### src/design/arfd_pkg.sv
// shared types and constants for the audio ring fifo frame drain unit
package arfd_pkg;

  localparam int DEF_MAX_DEPTH_LOG2 = 14;
  localparam int DEF_MAX_CHANNELS   = 8;

  localparam int SAMPLE_W    = 32;
  localparam int CHAN_IDX_W  = 3;
  localparam int FILL_W      = 15;
  localparam int CFG_DATA_W  = 4;
  localparam int CFG_IDX_W   = 2;
  localparam int CMDQ_DEPTH  = 4;
  localparam int CMDQ_AW     = $clog2(CMDQ_DEPTH);

  localparam logic [CFG_DATA_W-1:0] RST_CHANNEL_COUNT = 4'd2;
  localparam logic [CFG_DATA_W-1:0] RST_CAPACITY_LOG2 = 4'd14;

  localparam logic OP_PUSH = 1'b0;
  localparam logic OP_PULL = 1'b1;

  typedef enum logic [CFG_IDX_W-1:0] {
    CFG_CHANNEL_COUNT = 2'd0,
    CFG_CAPACITY_LOG2 = 2'd1
  } cfg_idx_e;

  typedef enum logic {
    CMD_PUSH = 1'b0,
    CMD_PULL = 1'b1
  } cmd_kind_e;

  typedef enum logic {
    ST_IDLE = 1'b0,
    ST_EMIT = 1'b1
  } back_state_e;

  typedef struct packed {
    logic                opcode;
    logic [SAMPLE_W-1:0] sample_in;
  } in_t;

  typedef struct packed {
    logic [SAMPLE_W-1:0]   sample_out;
    logic [CHAN_IDX_W-1:0] channel_index;
    logic                  underrun;
    logic [FILL_W-1:0]     fill_level;
    logic                  last;
  } out_t;

  typedef struct packed {
    logic [CFG_DATA_W-1:0] channel_count;
    logic [CFG_DATA_W-1:0] capacity_log2;
  } cfg_t;

  typedef struct packed {
    cmd_kind_e           kind;
    logic [SAMPLE_W-1:0] sample;
  } cmd_t;

endpackage

### src/design/arfd_cmd_queue.sv
// short command queue between the front and back stages
module arfd_cmd_queue (
  input  logic           clk_i,
  input  logic           rst_ni,
  input  logic           push_valid_i,
  output logic           push_ready_o,
  input  arfd_pkg::cmd_t push_cmd_i,
  output logic           pop_valid_o,
  input  logic           pop_ready_i,
  output arfd_pkg::cmd_t pop_cmd_o
);

  localparam int AW = arfd_pkg::CMDQ_AW;

  arfd_pkg::cmd_t     slots_q [arfd_pkg::CMDQ_DEPTH];
  logic [AW-1:0]      wptr_q, wptr_d, rptr_q, rptr_d;
  logic [AW:0]        count_q, count_d;
  logic               do_push, do_pop;

  assign push_ready_o = (count_q != (AW+1)'(arfd_pkg::CMDQ_DEPTH));
  assign pop_valid_o  = (count_q != '0);
  assign pop_cmd_o    = slots_q[rptr_q];
  assign do_push      = push_valid_i && push_ready_o;
  assign do_pop       = pop_valid_o && pop_ready_i;

  always_comb begin
    wptr_d  = do_push ? wptr_q + AW'(1) : wptr_q;
    rptr_d  = do_pop  ? rptr_q + AW'(1) : rptr_q;
    count_d = count_q;
    if (do_push && !do_pop) begin
      count_d = count_q + (AW+1)'(1);
    end else if (!do_push && do_pop) begin
      count_d = count_q - (AW+1)'(1);
    end
  end

  always_ff @(posedge clk_i or negedge rst_ni) begin
    if (!rst_ni) begin
      wptr_q  <= '0;
      rptr_q  <= '0;
      count_q <= '0;
    end else begin
      wptr_q  <= wptr_d;
      rptr_q  <= rptr_d;
      count_q <= count_d;
    end
  end

  always_ff @(posedge clk_i) begin
    if (do_push) begin
      slots_q[wptr_q] <= push_cmd_i;
    end
  end

endmodule

### config.mk
export PLATFORM = sky130hd
export DESIGN_NAME = arfd_cmd_queue
export DESIGN_NICKNAME = d
export VERILOG_FILES = /design/src/design/arfd_pkg.sv /design/src/design/arfd_cmd_queue.sv
export SDC_FILE = /design/constraint.sdc
export NUM_CORES = 1
export LEC_CHECK = 0
export ABC_CLOCK_PERIOD_IN_PS = 6000
export BUFFER_PORTS_ARGS = -buffer_cell sky130_fd_sc_hd__buf_2
export CORE_MARGIN = 5
export CORE_UTILIZATION = 36
export CTS_BUF_LIST = sky130_fd_sc_hd__clkbuf_2 sky130_fd_sc_hd__clkbuf_4 sky130_fd_sc_hd__clkbuf_8
export CTS_CLUSTER_DIAMETER = 80
export CTS_CLUSTER_SIZE = 28
export DETAILED_ROUTE_END_ITERATION = 10
export SLEW_MARGIN = 20
export SYNTH_ARGS = -nofsm -noshare
export SYNTH_HDL_FRONTEND = slang
export SYNTH_SLANG_ARGS = --single-unit
### constraint.sdc
create_clock -name clk_i -period 6 [get_ports clk_i]
set_input_delay 1.8 -clock clk_i [delete_from_list [all_inputs] [get_ports clk_i]]
set_output_delay 1.8 -clock clk_i [all_outputs]
set_load 0.1 [all_outputs]
### Word-level counts from Yosys, hierarchy flattened

Memory sizes are Yosys's and may differ from the RTL's.
Cells that the tools add are included.

* add/subtract/negate cells: 4
* eq/ne operators: 1
* multiplexer cells: 4
* reduce and logical (&&, ||, !) cells: 8

Operator list (count)
* $mux W3: 2
* $add A2 B1 Y2 const B: 2
* $logic_and A1 B1 Y1: 4
* $add A3 B1 Y3 const B: 1
* $ne A3 B3 Y1 const B: 1
* $reduce_bool A3 Y1: 1
* $sub A3 B1 Y3 const B: 1
* $logic_not A1 Y1: 2
* $mux W1: 2
* $reduce_bool A2 Y1: 1

* register bits: 7
* memory bits (writable): 132
* input bits: 37
* logic and storage cells: 21
* memories kept: 1

Memory list
* slots_q: depth 4, width 33, read ports 1, clocked after Yosys merged registers in 0, wr ports 1, RTL line arfd_cmd_queue.sv:15 `arfd_pkg::cmd_t slots_q [arfd_pkg::CMDQ_DEPTH];`

### Depth between registers and ports, before layout

* word-level depth: 6
* mapped depth: 8
* gate-level depth less buffers: 8

### Least setup slack after synthesis

Ideal clock, no wire load.

* path type: input -> register
* from: input port push_valid_i
* to: memory slots_q[0][0] (netlist bit), enable pin
* data arrival time: 2.916 ns
* data required time: 5.607 ns
* setup slack: 2.691 ns
* cell stages on the path: 2
* buffers on the path: 0
* path through: a21boi_2 > and2_1

* longest elaborated chain between the ends: 3

RTL lines
* start: declaration: RTL line arfd_cmd_queue.sv:5 `input logic push_valid_i,`
* $logic_and A1 B1 Y1: RTL line arfd_cmd_queue.sv:23 `assign do_push = push_valid_i && push_ready_o;`
* $mux W1: RTL line arfd_cmd_queue.sv:50 `if (do_push) begin`
* $mux W1 (not written as such): RTL line arfd_cmd_queue.sv:51 `slots_q[wptr_q] <= push_cmd_i;`
* end: declaration: RTL line arfd_cmd_queue.sv:15

No other way between the ends.

==> out/metrics.yaml <==
grt_pass1_vias: 2543
hold_viol_final: 0
syn_area_um2: 5220
synth.distinct_cells: 19
place_hpwl_um: 5400
period_share_pct: 73.4
slew_violations: 0
outcome: "complete, no violations"
wl_met1_um: 3740
ctsHoldBuffers: 0
ys_ff_latch: 139
routabilityCongestion: 0.648
grt_max_degree: 35
num_io_pins: 72
critPathRequiredTime_ns: 4.20
gr-usage-all-layers_pct: 11.6
crit_slowest_cell: "dfrtp_2"
drc_errors: 0
die_x_um: 130
relSlewSlack_pct: 35.7
drt-vias-per-instance: 4.72
totalWireLength_um: 9060
cts_resized: 0
cts_max_path_buffers: 2
htreeDepth: 4
critPathKind: "flip-flop to output pin"
synth_edf_count: 132
wl_met2_um: 4560
clk_pin_slew_ns: 0.07
rows: 44
rsz0062_at_grt: "false"
vias: 2301
fp.dieH_um: 130
core_um2: 14400
synth_fa_ha_area_share_pct: 1.58
cp_cell_sequence: "buf_4 > mux4_1 > buf_2"
numClockSinks: 139
firstDrtPassIters: 4
syn_inst: 208
async_flop_share_pct: 5.04
end_kind: "output pin"
final-setup-viol-count: 0
start_util_pct: 36.4
yosysTopAreaCell: "edfxtp_1"
cts_made_buffers: 17
regArea_um2: 4140
cp_max_fo: 18
synth_top_family_by_area: "multiplexers"
synth_top_area_share_pct: 75.9
antenna_found_initial: 0
top_layer: "met4"
cts_setup_buffers: 0
wl_met3_um: 642
fmax_mhz: 227
synth-simple-area-share_pct: 0.982
finalNetCount: 334
crit_arrival_ns: 2.61
synthFlopType: "edfxtp_1"
grt-ovfl-total: 0
crit_path_max_incr_delay_ns: 0.77
synth-compound-area-share_pct: 0.216
drtAntennaViolNets: 0
syn_nets: 251
io_buffers: 71
synth_xor_area_share_pct: 1.01
r2r_cells: 8
cap_viol_max_count: 0
netlist_top_cells_count: "edfxtp_1, mux4_2, dfrtp_1"
yosysSeqAreaShare_pct: 79.2
die-area_um2: 17000
start_kind: "flip-flop"
fin_setup_tns_ns: 0
fillers: 1231
hold_depth: 1
area_growth_pct: 17.4
first_iter_violations: 111
cts-root-buf: "clkbuf_8"
cts_tree: "built"
route.detailed.wl_per_inst_um: 18.6
worst_pin_slew_ns: 0.964
insertion_delay_ns: 0.43
avgSynthCellArea_um2: 25.1
layout-drive-gt1-share_pct: 46.2
diodes: 0
yosys_warnings: 0
min_path_type: "flip-flop to flip-flop"
synthMuxAreaShare_pct: 15.0
multi_input_area_um2: 987
finClkSkew_ns: 0.00448
grt_pass1_wl_um: 13800
fin_crit_ns: 4.41
synth.area.top_cells: "edfxtp_1, mux4_2, dfrtp_1"
synth_most_common_cell: "edfxtp_1"
worst max-delay path, delay by kind of cell (launching register included):
| family | cells | cell delay (ns) |
|---|---|---|
| buf+inv | 2 | 0.78 |
| flops | 1 | 0.77 |
| mux | 1 | 0.62 |
sequential cells by signal (all words and copies together), names as in the netlist:
signal / flops
count_q: 3
rptr_q: 2
slots_q: 132
wptr_q: 2
layer usage:
metal,vias up,GRT usage (%)
met3,9,5.33
met1,1189,13.1
met4,0,4.90
li1,1038,-
met5,-,0
met2,65,19.0
cell type report:
cell class / count / share of cell area (%)
flip-flops and latches: 139 / 67.6
multi-input cells: 58 / 16.1
repair buffers: 72 / 5.92
clock buffers: 19 / 4.06
well taps: 184 / 3.76
clock inverters: 12 / 2.43
inverters: 3 / 0.184
stage by stage:
step | std cells | setup slack (ns) | util [%] | hold slack [ns] | cell area (um2)
after floorplan | 208 | 2.69 | - | 0.493 | 5220
after global placement | 456 | 1.95 | 39.9 | 0.512 | 5730
after detailed placement | 456 | 1.95 | 39.9 | 0.524 | 5730
after CTS | 487 | 1.45 | 42.7 | 0.532 | 6130
after global routing | 487 | 1.33 | 42.7 | 0.552 | 6130
final | 487 | 1.59 | 42.7 | 0.532 | 6130
cells in the final DEF, fill, tap and decap left out:
master and n:
clkbuf_4 2, or3_1 1, dfrtp_2 2, xor2_1 2
nand2_1 2, inv_6 1, clkinvlp_4 4, bufinv_16 3
a21boi_2 1, ha_1 5, dfrtp_1 5, mux4_1 5
edfxtp_1 132, nand3_1 1, clkinv_2 4, xnor2_1 4
buf_2 71, inv_1 3, mux4_2 28, clkbuf_8 17
and2_2 4, mux2_2 2, fa_1 1, buf_4 1
nor2_1 2
logic make-up after synthesis:
group | count (synthesis)
buf+inv | 11
mux | 35
compound gates | 1
simple gates | 10
xor+xnor | 6
fa+ha+maj | 6
flops | 139
worst paths after layout:
path,startpoint,to,slack (ns)
hold reg to reg,count_q[2],count_q[2],0.53
min in group asynchronous,rst_ni,count_q[2],1.19
hold / removal,count_q[2],count_q[2],0.53
setup reg to reg,count_q[0],count_q[2],3.86
max in group asynchronous,rst_ni,rptr_q[0],4.63
setup / recovery,rptr_q[0],pop_cmd_o[29],1.59
Power is left out: the tool's default activity adds up to more than one toggle a clock period on the data nets, which glitch-free logic cannot reach.
