--- src/design/arfd_pkg.sv ---
// shared types and constants for the audio ring fifo frame drain unit
package arfd_pkg;

  localparam int DEF_MAX_DEPTH_LOG2 = 14;
  localparam int DEF_MAX_CHANNELS   = 8;

  localparam int SAMPLE_W    = 32;
  localparam int CHAN_IDX_W  = 3;
  localparam int FILL_W      = 15;
  localparam int CFG_DATA_W  = 4;
  localparam int CFG_IDX_W   = 2;
  localparam int CMDQ_DEPTH  = 4;
  localparam int CMDQ_AW     = $clog2(CMDQ_DEPTH);

  localparam logic [CFG_DATA_W-1:0] RST_CHANNEL_COUNT = 4'd2;
  localparam logic [CFG_DATA_W-1:0] RST_CAPACITY_LOG2 = 4'd14;

  localparam logic OP_PUSH = 1'b0;
  localparam logic OP_PULL = 1'b1;

  typedef enum logic [CFG_IDX_W-1:0] {
    CFG_CHANNEL_COUNT = 2'd0,
    CFG_CAPACITY_LOG2 = 2'd1
  } cfg_idx_e;

  typedef enum logic {
    CMD_PUSH = 1'b0,
    CMD_PULL = 1'b1
  } cmd_kind_e;

  typedef enum logic {
    ST_IDLE = 1'b0,
    ST_EMIT = 1'b1
  } back_state_e;

  typedef struct packed {
    logic                opcode;
    logic [SAMPLE_W-1:0] sample_in;
  } in_t;

  typedef struct packed {
    logic [SAMPLE_W-1:0]   sample_out;
    logic [CHAN_IDX_W-1:0] channel_index;
    logic                  underrun;
    logic [FILL_W-1:0]     fill_level;
    logic                  last;
  } out_t;

  typedef struct packed {
    logic [CFG_DATA_W-1:0] channel_count;
    logic [CFG_DATA_W-1:0] capacity_log2;
  } cfg_t;

  typedef struct packed {
    cmd_kind_e           kind;
    logic [SAMPLE_W-1:0] sample;
  } cmd_t;

endpackage

--- src/design/arfd_front.sv ---
// input stage: accepts transactions and classifies them into commands
module arfd_front (
  input  logic           clk_i,
  input  logic           rst_ni,
  input  logic           in_valid_i,
  output logic           in_ready_o,
  input  arfd_pkg::in_t  in_data_i,
  output logic           cmd_valid_o,
  input  logic           cmd_ready_i,
  output arfd_pkg::cmd_t cmd_o
);

  logic           valid_q, valid_d;
  arfd_pkg::cmd_t cmd_q, cmd_d;
  logic           take;

  assign in_ready_o  = !valid_q || cmd_ready_i;
  assign take        = in_valid_i && in_ready_o;
  assign cmd_valid_o = valid_q;
  assign cmd_o       = cmd_q;

  always_comb begin
    valid_d = valid_q;
    cmd_d   = cmd_q;
    if (take) begin
      valid_d      = 1'b1;
      cmd_d.kind   = (in_data_i.opcode == arfd_pkg::OP_PULL) ? arfd_pkg::CMD_PULL
                                                             : arfd_pkg::CMD_PUSH;
      cmd_d.sample = in_data_i.sample_in;
    end else if (cmd_ready_i) begin
      valid_d = 1'b0;
    end
  end

  always_ff @(posedge clk_i or negedge rst_ni) begin
    if (!rst_ni) begin
      valid_q <= 1'b0;
    end else begin
      valid_q <= valid_d;
    end
  end

  always_ff @(posedge clk_i) begin
    cmd_q <= cmd_d;
  end

endmodule

--- config.mk ---
export PLATFORM = sky130hd
export DESIGN_NAME = arfd_front
export DESIGN_NICKNAME = d
export VERILOG_FILES = /design/src/design/arfd_pkg.sv /design/src/design/arfd_front.sv
export SDC_FILE = /design/constraint.sdc
export NUM_CORES = 1
export LEC_CHECK = 0
export ABC_AREA = 1
export ABC_CLOCK_PERIOD_IN_PS = 4000
export BUFFER_PORTS_ARGS = -buffer_cell sky130_fd_sc_hd__buf_2
export CORE_MARGIN = 2
export CORE_UTILIZATION = 35
export CTS_CLUSTER_SIZE = 20
export DETAILED_ROUTE_END_ITERATION = 10
export PLACE_DENSITY_LB_ADDON = 0.2
export SYNTH_ARGS = -nofsm -noshare
export SYNTH_HDL_FRONTEND = slang
export SYNTH_SLANG_ARGS = --single-unit
--- constraint.sdc ---
create_clock -name clk_i -period 4 [get_ports clk_i]
set_input_delay 0.8 -clock clk_i [delete_from_list [all_inputs] [get_ports clk_i]]
set_output_delay 0.8 -clock clk_i [all_outputs]
set_load 0.01 [all_outputs]
Word level (Yosys, flattened, before mapping)

Cells that the tools add are included.

Output and inout port bits: 35
Register bits after elaboration: 34

Reductions and logical operators: 4
Multiplexer cells: 3

Operators by type and width:

| operator          | number |
|---|---|
| $mux 1            | 3 |
| $reduce_bool 2->1 | 1 |
| $logic_and 1x1->1 | 1 |
| $logic_not 1->1   | 1 |
| $logic_or 1x1->1  | 1 |

Logic depth before layout (Yosys ltp)

Depth after elaboration: 4
Mapped depth: 3
Mapped depth without buffers: 3

Worst setup path before layout

OpenSTA, ideal clock, no wires.

Path kind: input -> register
Start: in in_valid_i
End: reg cmd_q (netlist bit cmd_o[0]) (enable)
Stages: 2
Path slack: 1.098 ns
Arrival time: 2.468 ns
Cell sequence: inv_1 -> a21oi_1

Cells in the longest elaborated chain, start to end: 1

Ends and longest elaborated chain:

| what                   | line             | RTL |
|---|---|---|
| start: declaration     | arfd_front.sv:5  | `input logic in_valid_i,` |
| $logic_and 1x1->1      | arfd_front.sv:18 | `assign take = in_valid_i && in_ready_o;` |
| net take               | arfd_front.sv:15 | `logic take;` |
| end signal: assignment | arfd_front.sv:44 | `cmd_q <= cmd_d;` |
| end: declaration       | arfd_front.sv:14 | `arfd_pkg::cmd_t cmd_q, cmd_d;` |

The timed path passes the listed nets, and every way through them passes these cells.
A chain may end at the register's enable or synchronous reset.

Final worst setup path

Start: in cmd_ready_i
End: out in_ready_o

Cells in the longest elaborated chain, start to end: 1

Ends and longest elaborated chain:

| what               | line             | RTL |
|---|---|---|
| start: declaration | arfd_front.sv:9  | `input logic cmd_ready_i,` |
| $logic_or 1x1->1   | arfd_front.sv:17 | `assign in_ready_o = !valid_q \|\| cmd_ready_i;` |
| end: declaration   | arfd_front.sv:6  | `output logic in_ready_o,` |

Every way passes these cells.

==> run summary <==
The run finished with clean final reports. Power density of the placed cells: 429 mW/mm^2. The net switching share of the total power was 20.9%; the synthesis warning total was 0. The share of the yosys chip area belonging to registers came out at 98.1%. The average instance in the mapped netlist occupies 26.6 um^2.

After the last flow step, the layout net total stands at 154. Worst setup path endpoint: in_ready_o. Based on the critical path, the design can be clocked at up to 499 MHz. The required time of the worst setup path was 3.20 ns. The run gives 53.6% as the post-layout utilization of the core. For the summed negative setup slack over all endpoints, the log shows 0 ns. Post-CTS timing repair inserted 0 buffers for setup. After detailed placement, the design holds a cell count of 141. The logs give 615 for the via count of the first global-routing pass and 238 for the final-layout fill cell count. The synthesized netlist occupies a cell area of 0.00104 mm^2.

The remaining max-slew budget at the tightest pin was 35.3%. The fraction of synthesized area in multiplexers came out at 0%. Start of the worst register-to-register path: cmd_valid_o$_DFFE_PN0P_. The critical path crosses 4 cells after its start point. 72 I/O pins were placed.

For the count of pins over their slew limit, the log shows 0. STA classifies the critical path endpoint as a primary output. Cell count after synthesis: 39. STA classifies the critical path startpoint as a primary input. The critical path goes through buf_2 -> inv_1 -> nand2_1 -> buf_2. On the critical path, the stage with the largest delay is an instance of sky130_fd_sc_hd__buf_2. In the routed design, unresolved DRC markers number 0. The post-route netlist has 66.1% of its cells at a drive strength greater than 1. The most critical setup path has its startpoint at cmd_ready_i.

The count of final hold-check violations was 0; the relative contribution of sequential cells to total power was 65.4%. The area inside the core boundary is 0.00278 mm^2, and the share of power burned in the clock network is 25.9%. The via density per instance was 4.25; the largest net degree at the start of global routing was 34. The period utilization is 50.1%, and the met2 usage in global routing is 17.7%. After global routing the overflow that remains totals 0. Across the run, the number of max-cap violations was 0.

Summing the areas of all xor and xnor instances in the mapped netlist gives 0% of the synthesized area. The number of synthesized register bits was 34; the number of nets with antenna violations after routing was 0. Path class of the lowest-slack min-delay path: primary input to async pin. In this run the most used layer during global routing was met2. The endpoint identified for the worst register-to-register timing path is cmd_o[5]$_DFFE_PP_. The tightest hold path in the finished design has a slack of 0.232 ns. Initial antenna violation count: 0. The first detailed-routing pass took 3 iterations. By startpoint and endpoint, the worst setup path is classified as primary input to primary output. The leakage component of the power is 0.652 nW, and the clock latency at the later pin of the worst-skew pair is 0.32 ns.

The worst-margin pin slew is 0.969 ns. In this run the worst path has a maximum fanout of 2. The clock passes through at most 2 buffers.

The initial utilization of the core area, before any placement, comes to 37.2%. Of the post-synthesis cell area, the dominant cell type holds 95.7%. The average wire length per cell after detail routing is 11.5 um. Critical path's most frequent cell: sky130_fd_sc_hd__buf_2. The synthesized design spends more area on one cell type than any other, namely sky130_fd_sc_hd__edfxtp_1.

In this run the tool buffered the top-level ports with 71 buffer cells. The synthesized netlist devotes 0.483% of its cell area to compound gates. The first routing iteration left 14 violations. The share of synthesized cell area in and, or, nand and nor gates was 0.725%. The horizontal die dimension came out at 58.4 um. For the wire length of the first global-routing pass, the log shows 2.50 mm. Once the clock tree was built, the resizer swapped 0 gates to a different size.

The site row count came out at 19. The synthesized netlist net count was 76; the number of buffers added by the clock tree synthesis step was 5. The final cell area excluding filler cells came out at 0.00149 mm^2. The growth of design area from synthesis to finish works out to 44.0%. Yosys attributes the largest share of cell area to sky130_fd_sc_hd__edfxtp_1 (96%), sky130_fd_sc_hd__dfrtp_1 (2.4%), sky130_fd_sc_hd__inv_1 (0.72%), sky130_fd_sc_hd__nand2_1 (0.72%), sky130_fd_sc_hd__a21oi_1 (0.48%). The final period demand of the worst path came out at 2.00 ns. From bottom edge to top edge, the die measures 58.4 um.

Excluding fillers, the count of instances in the completed layout stands at 149. For met3 alone, demand over resource in global routing was 7.03%. The logs give 0 for the total inserted antenna cells and 2 for the total number of H-tree levels.

The combined buffer and inverter count along the critical path is 3, and the critical path arrival is 1.20 ns. For this design, the CTS-stage hold fixing added 0 buffers. After synthesis, the largest family of logic cells by area is buffers and inverters. Combinational logic burns 8.7% of the power. The worst reg-to-reg path cell count works out to 1.

Setup repair after global routing left no endpoint under its margin. The clock slew seen by the registers of the worst setup and hold paths works out to 0.09 ns. The kind of cell with the highest combined delay along the critical path is buffers and inverters. Synthesis instantiated 5 different standard cells from the library. The run gives 0.00341 mm^2 as the die footprint. On the worst path, the slowest cell contributes a delay of 0.14 ns. The tree built by TritonCTS fans out to 34 sinks. The power spent charging and discharging nets is 0.134 mW, and the total setup violations reported at the end of the flow is 0.

The internal reg-to-reg setup slack was 2.41 ns; the met1 usage was 9.21%. The synthesized netlist devotes 0% of its cell area to adder and majority cells. The worst-case IR drop observed on VDD is 0.291 mV. On the final layout, the worst clock skew is 0.00436 ns. Summing over every cut layer, the via total after detailed routing is 633.

The final weighted congestion in routability-driven placement was 0.683; the total placed instance area was 0.00144 mm^2. TritonCTS built the clock tree. The routed design has 1.71 mm of wire. The internal power of the cells totals 0.505 mW.

Across every metal layer, demand over resource in global routing totals 10.9%. The cell sitting at the root of the clock tree is a sky130_fd_sc_hd__clkbuf_4.
==> power by group through the flow <==
| stage | Clock (mW) | Combinational [mW] | Sequential, mW |
|---|---|---|---|
| 6_report | 0.165 | 0.0555 | 0.418 |
| 3_3_place_gp | 0 | 0.0559 | 0.426 |
| 3_5_place_dp | 0 | 0.0567 | 0.427 |
| 4_1_cts | 0.176 | 0.0568 | 0.419 |
| 2_1_floorplan | 0 | 0.00786 | 0.439 |
| 5_1_grt | 0.188 | 0.0615 | 0.420 |
==> per-layer routing <==
layer / up-vias / share of wire, %
met4: 0 / 2.9
met2: 47 / 49
met1: 275 / 32
li1: 305 / -
met3: 6 / 15
met5: - / 0
==> cell usage in the layout, fill, tap and decap left out, drive strengths merged <==
master	count
clkinv	2
dfrtp	1
edfxtp	33
inv	2
nand2	2
clkbuf	6
buf	71
a21oi	1
==> per-stage QoR <==
step	power [mW]	setup WS, ns
final	0.639	2.00
after detailed placement	0.483	1.87
after global placement	0.482	1.91
after CTS	0.652	1.99
after global routing	0.670	1.95
after floorplan	0.447	1.10
==> cell type report <==
type	count	area [um^2]	share of cell area [%]
Sequential cell	34	1020	68.1
Timing Repair Buffer	71	355	23.8
Clock buffer	6	41.3	2.77
Tap cell	31	38.8	2.60
Multi-Input combinational cell	3	23.8	1.59
Clock inverter	2	8.76	0.587
Inverter	2	7.51	0.503
==> worst min-delay path by stage <==
stage / end / slack, ns / depth (start not counted)
final: cmd_valid_o$_DFFE_PN0P_ / 0.23 / 1
after global routing: cmd_valid_o$_DFFE_PN0P_ / 0.21 / 1
after CTS: cmd_valid_o$_DFFE_PN0P_ / 0.21 / 1
after detailed placement: cmd_valid_o$_DFFE_PN0P_ / 0.57 / 2
after global placement: cmd_valid_o$_DFFE_PN0P_ / 0.56 / 2
after floorplan: cmd_valid_o$_DFFE_PN0P_ / 0.50 / 0
==> Yosys cell counts <==
library cell,instances
sky130_fd_sc_hd__a21oi_1,1
sky130_fd_sc_hd__dfrtp_1,1
sky130_fd_sc_hd__edfxtp_1,33
sky130_fd_sc_hd__inv_1,2
sky130_fd_sc_hd__nand2_1,2
==> state kept, by name (all words and copies together), names as in the netlist <==
signal       cells
cmd_valid_o      1
cmd_o           33
==> cell families (layout without fill, tap and decap cells) <==
family / after synthesis / in the layout
compound gates: 1 / 1
simple gates: 2 / 2
buf+inv: 2 / 81
flops: 34 / 34
Note: power is estimated with default switching activity, not from simulation.
